[config.mk]
export PLATFORM = sky130hd
export DESIGN_NAME = lru_key_value_cache
export DESIGN_NICKNAME = d
export VERILOG_FILES = /design/src/rtl/lkv_pkg.sv /design/src/rtl/lkv_ctrl.sv /design/src/rtl/lkv_datapath.sv /design/src/rtl/lru_key_value_cache.sv
export SDC_FILE = /design/constraint.sdc
export NUM_CORES = 2
export LEC_CHECK = 0
export BUFFER_PORTS_ARGS = -buffer_cell sky130_fd_sc_hd__buf_2
export CAP_MARGIN = 25
export CORE_MARGIN = 2
export CORE_UTILIZATION = 35
export DETAILED_ROUTE_END_ITERATION = 8
export REMOVE_ABC_BUFFERS = 1
export SYNTH_ARGS = -nofsm -noshare
export SYNTH_HDL_FRONTEND = slang
export SYNTH_SLANG_ARGS = --single-unit
[constraint.sdc]
create_clock -name aclk -period 5.2 [get_ports aclk]
set_input_delay 1.04 -clock aclk [delete_from_list [all_inputs] [get_ports aclk]]
set_output_delay 1.04 -clock aclk [all_outputs]
set_load 0.01 [all_outputs]
[src/rtl/lkv_pkg.sv]
// shared constants, request codes and command struct of the lru key value cache
// no dependencies
package lkv_pkg;

    localparam int DEF_CAPACITY   = 32;
    localparam int DEF_DATA_WIDTH = 32;

    localparam int REQ_WIDTH     = 2;
    localparam int KEY_WIDTH     = 31;
    localparam int VALUE_WIDTH   = 32;
    localparam int EXT_WIDTH     = 64;
    localparam int S_TDATA_WIDTH = 64;
    localparam int M_TDATA_WIDTH = 64;
    localparam int M_TUSER_WIDTH = 2;

    localparam logic [REQ_WIDTH-1:0] REQ_LOOKUP = 2'd0;
    localparam logic [REQ_WIDTH-1:0] REQ_INSERT = 2'd1;
    localparam logic [REQ_WIDTH-1:0] REQ_FLUSH  = 2'd2;

    typedef struct packed {
        logic load_req;
        logic search;
        logic commit;
    } lkv_cmd_t;

endpackage

[src/rtl/lkv_ctrl.sv]
// request sequencer of the lru key value cache: accept, search, apply
// depends on lkv_pkg
module lkv_ctrl (
    input  logic             aclk,
    input  logic             aresetn,
    input  logic             s_tvalid,
    output logic             s_tready,
    output logic             m_tvalid,
    input  logic             m_tready,
    output lkv_pkg::lkv_cmd_t cmd
);
    import lkv_pkg::*;

    typedef enum logic [2:0] {
        ST_IDLE   = 3'b001,
        ST_SEARCH = 3'b010,
        ST_APPLY  = 3'b100
    } lkv_state_t;

    lkv_state_t state_reg, state_next;
    logic       out_valid_reg, out_valid_next;
    logic       commit;
    logic       accept;

    assign commit   = (state_reg == ST_APPLY) && (!out_valid_reg || m_tready);
    assign s_tready = (state_reg == ST_IDLE) || commit;
    assign accept   = s_tvalid && s_tready;
    assign m_tvalid = out_valid_reg;

    always_comb begin
        state_next = state_reg;
        case (state_reg)
            ST_IDLE: begin
                if (accept) begin
                    state_next = ST_SEARCH;
                end
            end
            ST_SEARCH: begin
                state_next = ST_APPLY;
            end
            ST_APPLY: begin
                if (commit) begin
                    state_next = accept ? ST_SEARCH : ST_IDLE;
                end
            end
            default: begin
                state_next = ST_IDLE;
            end
        endcase
    end

    always_comb begin
        if (commit) begin
            out_valid_next = 1'b1;
        end else if (m_tready) begin
            out_valid_next = 1'b0;
        end else begin
            out_valid_next = out_valid_reg;
        end
    end

    always_comb begin
        cmd.load_req = accept;
        cmd.search   = (state_reg == ST_SEARCH);
        cmd.commit   = commit;
    end

    always_ff @(posedge aclk) begin
        if (!aresetn) begin
            state_reg     <= ST_IDLE;
            out_valid_reg <= 1'b0;
        end else begin
            state_reg     <= state_next;
            out_valid_reg <= out_valid_next;
        end
    end

endmodule

[src/rtl/lkv_datapath.sv]
// slot store of the lru key value cache: key compare, age ranks, data memory, result register
// depends on lkv_pkg, driven by lkv_ctrl commands
module lkv_datapath #(
    parameter int CAPACITY   = lkv_pkg::DEF_CAPACITY,
    parameter int DATA_WIDTH = lkv_pkg::DEF_DATA_WIDTH
) (
    input  logic                              aclk,
    input  logic                              aresetn,
    input  lkv_pkg::lkv_cmd_t                 cmd,
    input  logic [lkv_pkg::REQ_WIDTH-1:0]     s_tuser,
    input  logic [lkv_pkg::S_TDATA_WIDTH-1:0] s_tdata,
    output logic [lkv_pkg::M_TUSER_WIDTH-1:0] m_tuser,
    output logic [lkv_pkg::M_TDATA_WIDTH-1:0] m_tdata
);
    import lkv_pkg::*;

    localparam int IDX_W = $clog2(CAPACITY);
    localparam logic [IDX_W-1:0] RANK_MAX = IDX_W'(CAPACITY - 1);

    function automatic logic [IDX_W-1:0] to_index(input logic [CAPACITY-1:0] vec);
        logic [IDX_W-1:0] idx;
        idx = '0;
        for (int i = 0; i < CAPACITY; i++) begin
            if (vec[i]) begin
                idx = idx | IDX_W'(i);
            end
        end
        return idx;
    endfunction

    logic [REQ_WIDTH-1:0]   req_type_reg;
    logic [KEY_WIDTH-1:0]   key_reg;
    logic [VALUE_WIDTH-1:0] value_reg;

    logic [CAPACITY-1:0]    valid_reg, valid_next;
    logic [IDX_W-1:0]       rank_reg [CAPACITY];
    logic [IDX_W-1:0]       rank_next [CAPACITY];
    logic [KEY_WIDTH-1:0]   slot_key_reg [CAPACITY];
    logic [DATA_WIDTH-1:0]  data_mem [CAPACITY];
    logic [DATA_WIDTH-1:0]  rd_data_reg;

    logic [CAPACITY-1:0]    match_vec, free_vec, free_first, victim_vec;
    logic                   any_match, any_free;
    logic [IDX_W-1:0]       tgt_idx, victim_idx;

    logic                   hit_reg, full_reg;
    logic [IDX_W-1:0]       tgt_reg, tgt_rank_reg;
    logic [KEY_WIDTH-1:0]   evk_reg;

    logic                   is_lookup, is_insert, is_flush;
    logic                   promote_en, all_inc, evict;
    logic [EXT_WIDTH-1:0]   val_ext, rd_ext;
    logic [DATA_WIDTH-1:0]  store_val;

    logic                   out_hit_reg, out_ev_reg;
    logic [VALUE_WIDTH-1:0] out_value_reg;
    logic [KEY_WIDTH-1:0]   out_evk_reg;

    // request capture
    always_ff @(posedge aclk) begin
        if (cmd.load_req) begin
            req_type_reg <= s_tuser;
            key_reg      <= s_tdata[KEY_WIDTH-1:0];
            value_reg    <= s_tdata[KEY_WIDTH +: VALUE_WIDTH];
        end
    end

    // parallel key compare and slot selection
    always_comb begin
        for (int i = 0; i < CAPACITY; i++) begin
            match_vec[i]  = valid_reg[i] && (slot_key_reg[i] == key_reg);
            free_vec[i]   = !valid_reg[i];
            victim_vec[i] = (rank_reg[i] == RANK_MAX);
        end
        free_first = free_vec & (~free_vec + CAPACITY'(1));
        any_match  = |match_vec;
        any_free   = |free_vec;
        victim_idx = to_index(victim_vec);
        if (any_match) begin
            tgt_idx = to_index(match_vec);
        end else if (any_free) begin
            tgt_idx = to_index(free_first);
        end else begin
            tgt_idx = victim_idx;
        end
    end

    always_ff @(posedge aclk) begin
        if (cmd.search) begin
            hit_reg      <= any_match;
            full_reg     <= !any_free;
            tgt_reg      <= tgt_idx;
            tgt_rank_reg <= rank_reg[tgt_idx];
            evk_reg      <= slot_key_reg[victim_idx];
        end
    end

    assign is_lookup  = (req_type_reg == REQ_LOOKUP);
    assign is_insert  = (req_type_reg == REQ_INSERT);
    assign is_flush   = (req_type_reg == REQ_FLUSH);
    assign promote_en = cmd.commit && ((is_lookup && hit_reg) || is_insert);
    assign all_inc    = !hit_reg && !full_reg;
    assign evict      = is_insert && !hit_reg && full_reg;

    // valid marks and age ranks
    always_comb begin
        valid_next = valid_reg;
        for (int i = 0; i < CAPACITY; i++) begin
            rank_next[i] = rank_reg[i];
        end
        if (cmd.commit && is_flush) begin
            valid_next = '0;
            for (int i = 0; i < CAPACITY; i++) begin
                rank_next[i] = '0;
            end
        end else if (promote_en) begin
            for (int i = 0; i < CAPACITY; i++) begin
                if (IDX_W'(i) == tgt_reg) begin
                    rank_next[i] = '0;
                end else if (valid_reg[i] && (all_inc || (rank_reg[i] < tgt_rank_reg))) begin
                    rank_next[i] = rank_reg[i] + IDX_W'(1);
                end
            end
            valid_next[tgt_reg] = 1'b1;
        end
    end

    always_ff @(posedge aclk) begin
        if (!aresetn) begin
            valid_reg <= '0;
            for (int i = 0; i < CAPACITY; i++) begin
                rank_reg[i] <= '0;
            end
        end else begin
            valid_reg <= valid_next;
            for (int i = 0; i < CAPACITY; i++) begin
                rank_reg[i] <= rank_next[i];
            end
        end
    end

    // keys and data
    assign val_ext   = EXT_WIDTH'(value_reg);
    assign store_val = val_ext[DATA_WIDTH-1:0];

    always_ff @(posedge aclk) begin
        if (cmd.commit && is_insert) begin
            slot_key_reg[tgt_reg] <= key_reg;
        end
    end

    always_ff @(posedge aclk) begin
        if (cmd.commit && is_insert) begin
            data_mem[tgt_reg] <= store_val;
        end
        if (cmd.search) begin
            rd_data_reg <= data_mem[tgt_idx];
        end
    end

    always_comb begin
        rd_ext = '0;
        rd_ext[DATA_WIDTH-1:0] = rd_data_reg;
    end

    // result register
    always_ff @(posedge aclk) begin
        if (cmd.commit) begin
            out_hit_reg   <= hit_reg && (is_lookup || is_insert);
            out_value_reg <= (is_lookup && hit_reg) ? rd_ext[VALUE_WIDTH-1:0] : '0;
            out_ev_reg    <= evict;
            out_evk_reg   <= evict ? evk_reg : '0;
        end
    end

    assign m_tdata = {1'b0, out_evk_reg, out_value_reg};
    assign m_tuser = {out_ev_reg, out_hit_reg};

endmodule

[src/rtl/lru_key_value_cache.sv]
// top level of the lru key value cache: sequencer plus slot datapath
// depends on lkv_pkg, lkv_ctrl, lkv_datapath
//
// Fully associative key to data cache with least-recently-used replacement.
// Requests come in on the s_ stream: s_tuser is the request type (lookup,
// insert or update, flush), s_tdata carries key and insert data. Every
// request gives exactly one result on the m_ stream: hit and eviction flags
// in m_tuser, lookup data and evicted key in m_tdata.
// A request is accepted, compared against all slots in the next cycle and
// then applied once the output register is free or being read; the result
// is registered at the apply step. A new request is taken in the cycle its
// predecessor is applied, so each request is searched and then applied over
// the slot registers before the next one is searched.
// The result sits in an output register; while m_tready is low the next
// request is still accepted and searched, and it waits to be applied until
// the output register frees.
// Reset clears all valid marks and age ranks at once; the cache is empty and
// ready in the first cycle after reset.
module lru_key_value_cache #(
    parameter int CAPACITY   = lkv_pkg::DEF_CAPACITY,
    parameter int DATA_WIDTH = lkv_pkg::DEF_DATA_WIDTH
) (
    input  logic                              aclk,
    input  logic                              aresetn,
    input  logic                              s_tvalid,
    output logic                              s_tready,
    input  logic [lkv_pkg::S_TDATA_WIDTH-1:0] s_tdata,  // key, entry_value, zero pad
    input  logic [lkv_pkg::REQ_WIDTH-1:0]     s_tuser,  // req_type
    output logic                              m_tvalid,
    input  logic                              m_tready,
    output logic [lkv_pkg::M_TDATA_WIDTH-1:0] m_tdata,  // value_out, evicted_key, zero pad
    output logic [lkv_pkg::M_TUSER_WIDTH-1:0] m_tuser   // hit, evicted_valid
);
    import lkv_pkg::*;

    lkv_cmd_t cmd;

    lkv_ctrl u_ctrl (
        .aclk     (aclk),
        .aresetn  (aresetn),
        .s_tvalid (s_tvalid),
        .s_tready (s_tready),
        .m_tvalid (m_tvalid),
        .m_tready (m_tready),
        .cmd      (cmd)
    );

    lkv_datapath #(
        .CAPACITY   (CAPACITY),
        .DATA_WIDTH (DATA_WIDTH)
    ) u_datapath (
        .aclk    (aclk),
        .aresetn (aresetn),
        .cmd     (cmd),
        .s_tuser (s_tuser),
        .s_tdata (s_tdata),
        .m_tuser (m_tuser),
        .m_tdata (m_tdata)
    );

endmodule

After elaboration in Yosys (flattened, before gate mapping):

Memory sizes are Yosys's and may differ from the RTL's. A register that Yosys moved wholly into a read port is not among the register bits.
Index checks and enable logic that the tools add are counted.

* add/sub/neg operators: 33
* multiply operators: 0
* div/mod/pow operators: 0
* $lt $le $gt $ge: 34
* equal/unequal tests: 101
* shift-type cells: 0
* muxes and demuxes: 468
* bitwise logic cells: 36
* reduce and logical (&&, ||, !) cells: 155

Operators by type and width (count)
* two-way mux 5 bit: 403
* equality test 31 bit: 32
* two-way mux 160 bit: 3
* adder 5 x 1 -> 5 bit, second input constant: 32
* less-than comparator 5 bit: 32
* equality test 5 bit, second input constant: 31
* two-way mux 4 bit: 24
* equality test 5 bit, first input constant: 16
* logical AND 1 bit: 75
* two-way mux 32 bit: 2
* OR reduction 32 bit: 2
* two-way mux 3 bit: 16
* equality test 4 x 5 -> 1 bit, first input constant: 8
* zero test 1 bit: 36
* logical OR 1 bit: 36
* adder 32 x 1 -> 32 bit, second input constant: 1
* AND 32 bit: 1
* NOT 32 bit: 1
* OR 1 bit: 32
* OR 32 bit: 1
* equality test 3 x 5 -> 1 bit, first input constant: 4
* two-way mux 2 bit: 7
* two-way mux 1 bit: 11
* equality test 2 x 5 -> 1 bit, first input constant: 2
* 17 further kinds: 19

* register bits after elaboration: 173
* bits in latches: 0
* bits in writable memories: 2176
* ROM bits: 0
* input bits: 70
* output and inout port bits: 68
* word-level logic and storage cells: 843
* memories: 3

Memories
* u_datapath.data_mem: depth 32, width 32, rd ports 1, clocked after Yosys merged registers in 1, wr ports 1, line lkv_datapath.sv:39 `logic [DATA_WIDTH-1:0] data_mem [CAPACITY];`
* u_datapath.slot_key_reg: depth 32, width 31, rd ports 33, clocked after Yosys merged registers in 1, wr ports 1, line lkv_datapath.sv:38 `logic [KEY_WIDTH-1:0] slot_key_reg [CAPACITY];`
* u_datapath.rank_reg: depth 32, width 5, rd ports 33, clocked after Yosys merged registers in 1, wr ports 32, line lkv_datapath.sv:36 `logic [IDX_W-1:0] rank_reg [CAPACITY];`

Logic depth before layout (Yosys ltp):

An unclocked memory read counts as a cell.

* depth after elaboration: 101
* gate-level depth with buffers: 18
* gate-level depth less buffers: 14

Hierarchy:

A second synthesis with hierarchy kept.

* cells, all modules: 8550
* area, all modules: 113336.2 µm²

Modules (own cells, without submodules)
* lkv_datapath: times used 1, cells an instance 8526, area an instance 113083.5 µm², sequential area each 71388.5 µm²
* lkv_ctrl: times used 1, cells an instance 24, area an instance 252.7 µm², sequential area each 80.1 µm²

Least setup slack after synthesis:

Ideal clock, no wire load.

* path kind: input-to-reg
* start point: in m_tready
* end point: mem u_datapath.data_mem[10][0] in the netlist's numbering, enable pin
* library setup time: 0.485 ns
* arrival time: 4.580 ns
* data required time: 4.715 ns
* path slack: 0.136 ns
* stages: 6
* path buffers: 2
* cell sequence: nand2b_1 nand2_1 or2_2 clkbuf_1 clkbuf_1 nor2_1

* longest elaborated chain between the ends: 5

RTL lines
* from (decl): line lru_key_value_cache.sv:30 `input logic m_tready,`
* logical OR 1 bit: line lkv_ctrl.sv:25 `assign commit = (state_reg == ST_APPLY) && (!out_valid_reg || m_tready);`
* logical AND 1 bit: line lkv_ctrl.sv:25
* logical AND 1 bit: line lkv_datapath.sv:153 `if (cmd.commit && is_insert) begin`
* two-way mux 1 bit: line lkv_datapath.sv:153
* two-way mux 1 bit (implied by the code): line lkv_datapath.sv:154 `data_mem[tgt_reg] <= store_val;`
* to (decl): line lkv_datapath.sv:39

No other way between the ends.

Worst setup path in the final report:

* start point: reg u_datapath.key_reg[26]
* end point: reg u_datapath.tgt_rank_reg[3], read port of u_datapath.rank_reg, data pin

* longest elaborated chain between the ends: 65
* elaborated cells between the ends (all ways): 128
* those cells by class: 32 x eq/ne; 63 x mux; 33 x reduce/logical

RTL lines
* from (decl): line lkv_datapath.sv:32 `logic [KEY_WIDTH-1:0] key_reg;`
* from (signal assigned): line lkv_datapath.sv:63 `key_reg <= s_tdata[KEY_WIDTH-1:0];`
* equality test 31 bit: line lkv_datapath.sv:71 `match_vec[i] = valid_reg[i] && (slot_key_reg[i] == key_reg);`
* logical AND 1 bit: line lkv_datapath.sv:71
* two-way mux 1 bit: line lkv_datapath.sv:24 `if (vec[i]) begin`
* two-way mux 5 bit: line lkv_datapath.sv:79 `if (any_match) begin`
* two-way mux 2 bit: line lkv_datapath.sv:24
* two-way mux 5 bit: line lkv_datapath.sv:79
* two-way mux 2 bit: line lkv_datapath.sv:24
* two-way mux 5 bit: line lkv_datapath.sv:79
* [49 not listed]
* two-way mux 5 bit: line lkv_datapath.sv:79
* two-way mux 5 bit: line lkv_datapath.sv:24
* two-way mux 5 bit: line lkv_datapath.sv:79
* two-way mux 5 bit: line lkv_datapath.sv:24
* two-way mux 5 bit: line lkv_datapath.sv:79
* two-way mux 5 bit: line lkv_datapath.sv:24
* two-way mux 5 bit: line lkv_datapath.sv:79
* two-way mux 5 bit *
* to (decl): line lkv_datapath.sv:47 `logic [IDX_W-1:0] tgt_reg, tgt_rank_reg;`

Mark *: on every way between the ends. The rest lies on a longest branch, timed or not. The select of a mux whose other input is x is not followed.
A chain may end at the register's enable or synchronous reset.

==> impl_metrics.env <==
export IMPL_post_route_period_util=0.984
export IMPL_h_tree_depth=4
export IMPL_ys_ff_latch=2417
export IMPL_fill_cells=29168
export IMPL_placed_area_um2=121000
export IMPL_required_ns=5.90
export IMPL_internal_power_mw=31.4
export IMPL_grtUsageMet2=0.343
export IMPL_grt_pass1_wl_um=514000
export IMPL_cts_max_path_buffers=4
export IMPL_final_nets=9106
export IMPL_switching_share=0.224
export IMPL_initial_core_util=0.352
export IMPL_routedWlPerCell_um=27.3
export IMPL_relSlewSlack=0.267
export IMPL_crit_type="reg -> reg"
export IMPL_p_switching_mw=9.06
export IMPL_critPathArrivalTime_ns=5.82
export IMPL_fin_area_um2=129000
export IMPL_final_util=0.406
export IMPL_yosysWarningCount=0
export IMPL_power_total_mw=40.5
export IMPL_dp_hpwl_um=231000
export IMPL_ys_async_sr_fraction=0
export IMPL_leakage_nw=45.7
export IMPL_fp_row_count=207
export IMPL_seq_power_share=0.534
export IMPL_cts_sinks=2417
export IMPL_grt_usage=0.216
export IMPL_maxCapViolations=0
export IMPL_drt_iter0_drc=9326
export IMPL_synth_top_cell_area_share=0.619
export IMPL_fmax_ghz=0.196
export IMPL_die_x_um=569
export IMPL_fin_crit_ns=5.12
export IMPL_clock_skew_ns=0.0797
export IMPL_tritoncts="done"
export IMPL_rsz0062_at_grt="false"
export IMPL_grt_busiest_layer="met2"
export IMPL_grt_max_degree=109
export IMPL_portBuffers=135
export IMPL_critical_path_max_fanout=25
export IMPL_hold_class="in -> reg"
export IMPL_top_level_ports=138
export IMPL_yosysTopAreaCell="edfxtp_1"
export IMPL_syn_area_um2=112000
export IMPL_netlist_top_cells_area="edfxtp_1 62%, xnor2_1 7.6%, mux2i_1 5.3%"
export IMPL_worst_pin_slew_ns=1.10
export IMPL_grt_antenna_before_repair=14
export IMPL_drc=0
export IMPL_clock_power_share=0.415
export IMPL_grt_pass1_vias=72405
export IMPL_grt_util_met3=0.0335
export IMPL_slew_viol_final=0
export IMPL_tns_ns=0
export IMPL_dr_pass1_iters=6
export IMPL_cts_inserted_buffers=244
export IMPL_coreArea_um2=318000
export IMPL_synth_edf_count=2306
export IMPL_overflow=0
export IMPL_fp_dieH_um=569
export IMPL_drt_vias_per_instance=5.63
export IMPL_path_clk_slew_ns=0.06
export IMPL_ys_flop_type="edfxtp_1"
export IMPL_powerDensity_nw_per_um2=314
export IMPL_area_growth_pct=15.3
export IMPL_finalWirelength_um=361000
export IMPL_critPathCaptureType="flop"
export IMPL_synth_distinct_cells=77
export IMPL_vias=74407
export IMPL_clock_latency_ns=0.93
export IMPL_startpoint_type="flop"
export IMPL_largest_reg_flops=1024
export IMPL_root_buffer="clkbuf_16"
export IMPL_ys_seq_area_frac=0.639
export IMPL_synthCells=8479
export IMPL_ant_nets=0
export IMPL_die_area_um2=324000
export IMPL_hold_viol=0
export IMPL_outcome="finished, final reports clean"
export IMPL_grt_use_met1=0.291
export IMPL_place_congestion=0.942
export IMPL_layout_drive_gt1_share=0.128
export IMPL_synthMostInstantiatedCell="edfxtp_1"
export IMPL_synth_top_cells_by_count="2306 x edfxtp_1, 1218 x nand2_1, 975 x xnor2_1, 597 x mux2i_1, 428 x nand3_1"
export IMPL_power_frac_comb=0.051
export IMPL_syn_area_per_cell_um2=13.2
export IMPL_finalSetupViolCount=0
export IMPL_peakVddDrop_mv=0.340
power by group through the flow:
| stage | registers (mW) | logic (mW) | clock network (mW) |
|---|---|---|---|
| detailed placement | 22.0 | 2.01 | 0 |
| global route | 21.6 | 2.15 | 17.8 |
| floorplan | 22.2 | 1.03 | 0 |
| finish | 21.6 | 2.06 | 16.8 |
| global placement | 22.0 | 1.99 | 0 |
| CTS | 21.6 | 2.01 | 17.0 |
metal layers:
metal	routed length, µm	vias to the layer above
met2	167000	3663
li1	-	32413
met4	17300	4
met1	148000	37606
met3	29400	721
met5	26	-
cells by family (layout without fill, tap and decap cells):
group | Yosys count | count (layout) | synth area share
AND/OR/NAND/NOR | 2671 | 2671 | 0.113
other | 1 | 9 | 0.0000335
buffers and inverters | 554 | 1107 | 0.0233
AO/OA/AOI/OAI | 929 | 929 | 0.0596
flip-flops | 2417 | 2417 | 0.639
XOR/XNOR | 1039 | 1039 | 0.0814
adder cells (fa/ha/maj) | 191 | 191 | 0.0214
multiplexers | 677 | 677 | 0.0615
worst max-delay path: stages, from the launching register on:
cell and delay [ns]:
edfxtp_1 0.41, buf_12 0.21, xnor2_1 0.15, nand4_1 0.20, nor4_1 0.10, buf_4 0.17, a22oi_1 0.30, nand3_1 0.24
nor4_2 0.69, nand2_1 0.25, buf_4 0.20, o21ai_4 0.32, buf_12 0.18, buf_4 0.34, mux2i_1 0.35, o22ai_1 0.19
a221o_1 0.36, a211oi_1 0.20
area by class of cell:
cell class	instances	area (µm²)	share of cell area
repair buffers	655	6630	0.0514
diodes	8	20.0	0.000155
multi-input cells	5508	38100	0.295
clock buffers	297	6350	0.0492
inverters	19	73.8	0.000573
clock inverters	136	1030	0.00800
well taps	4180	5230	0.0406
flip-flops and latches	2417	71500	0.555
metrics by stage:
step	setup WS [ns]	cells	hold slack, ns
floorplan	-27.43	7944	0.477
global placement	0.168	12771	0.491
detailed placement	0.162	12773	0.506
CTS	0.103	13206	0.245
global route	0.000606	13214	0.267
finish	0.0849	13220	0.300
path summary, 6_finish.rpt:
kind / depth (start not counted) / from / endpoint / slack [ns]
worst max register to register: 17 / u_datapath.key_reg[26] / u_datapath.tgt_rank_reg[3] / 0.08
worst min register to register: 1 / u_datapath.evk_reg[12] / u_datapath.out_evk_reg[12] / 0.52
worst min-delay path: 1 / s_tdata[36] / u_datapath.store_val[5] / 0.30
worst max-delay path: 17 / u_datapath.key_reg[26] / u_datapath.tgt_rank_reg[3] / 0.08
cells in the final DEF (no fill, tap or decap), drive strengths merged, types with 8 or more instances in the layout:
cell type  synthesis  final
o31ai             32     32
a21oi            171    171
xnor2            975    975
clkbuf           283    300
a211oi            40     40
a311o             31     31
mux2              80     80
nor3              14     14
o21ai            161    161
nand3b             8      8
and3             168    168
a311oi           187    187
ha               191    191
nor3b             15     15
diode              0      8
buf              252    652
a22oi            162    162
a221o             37     37
nand4            286    286
and2              77     77
nor2             214    214
nand2b            92     92
dfxtp            111    111
a31oi             36     36
inv               19     24
bufinv             0     14
edfxtp          2306   2306
clkinv             0    113
o22ai             37     37
nor4              93     93
nand3            428    428
nor2b             36     36
nand2           1218   1218
xor2              64     64
mux2i            597    597
repair_timing:
item,CTS,global route
gates resized for setup,0,2
hold buffers,0,0
setup buffers,0,1
endpoints found under the setup margin,0,23
Power figures use the tool's default switching activity.
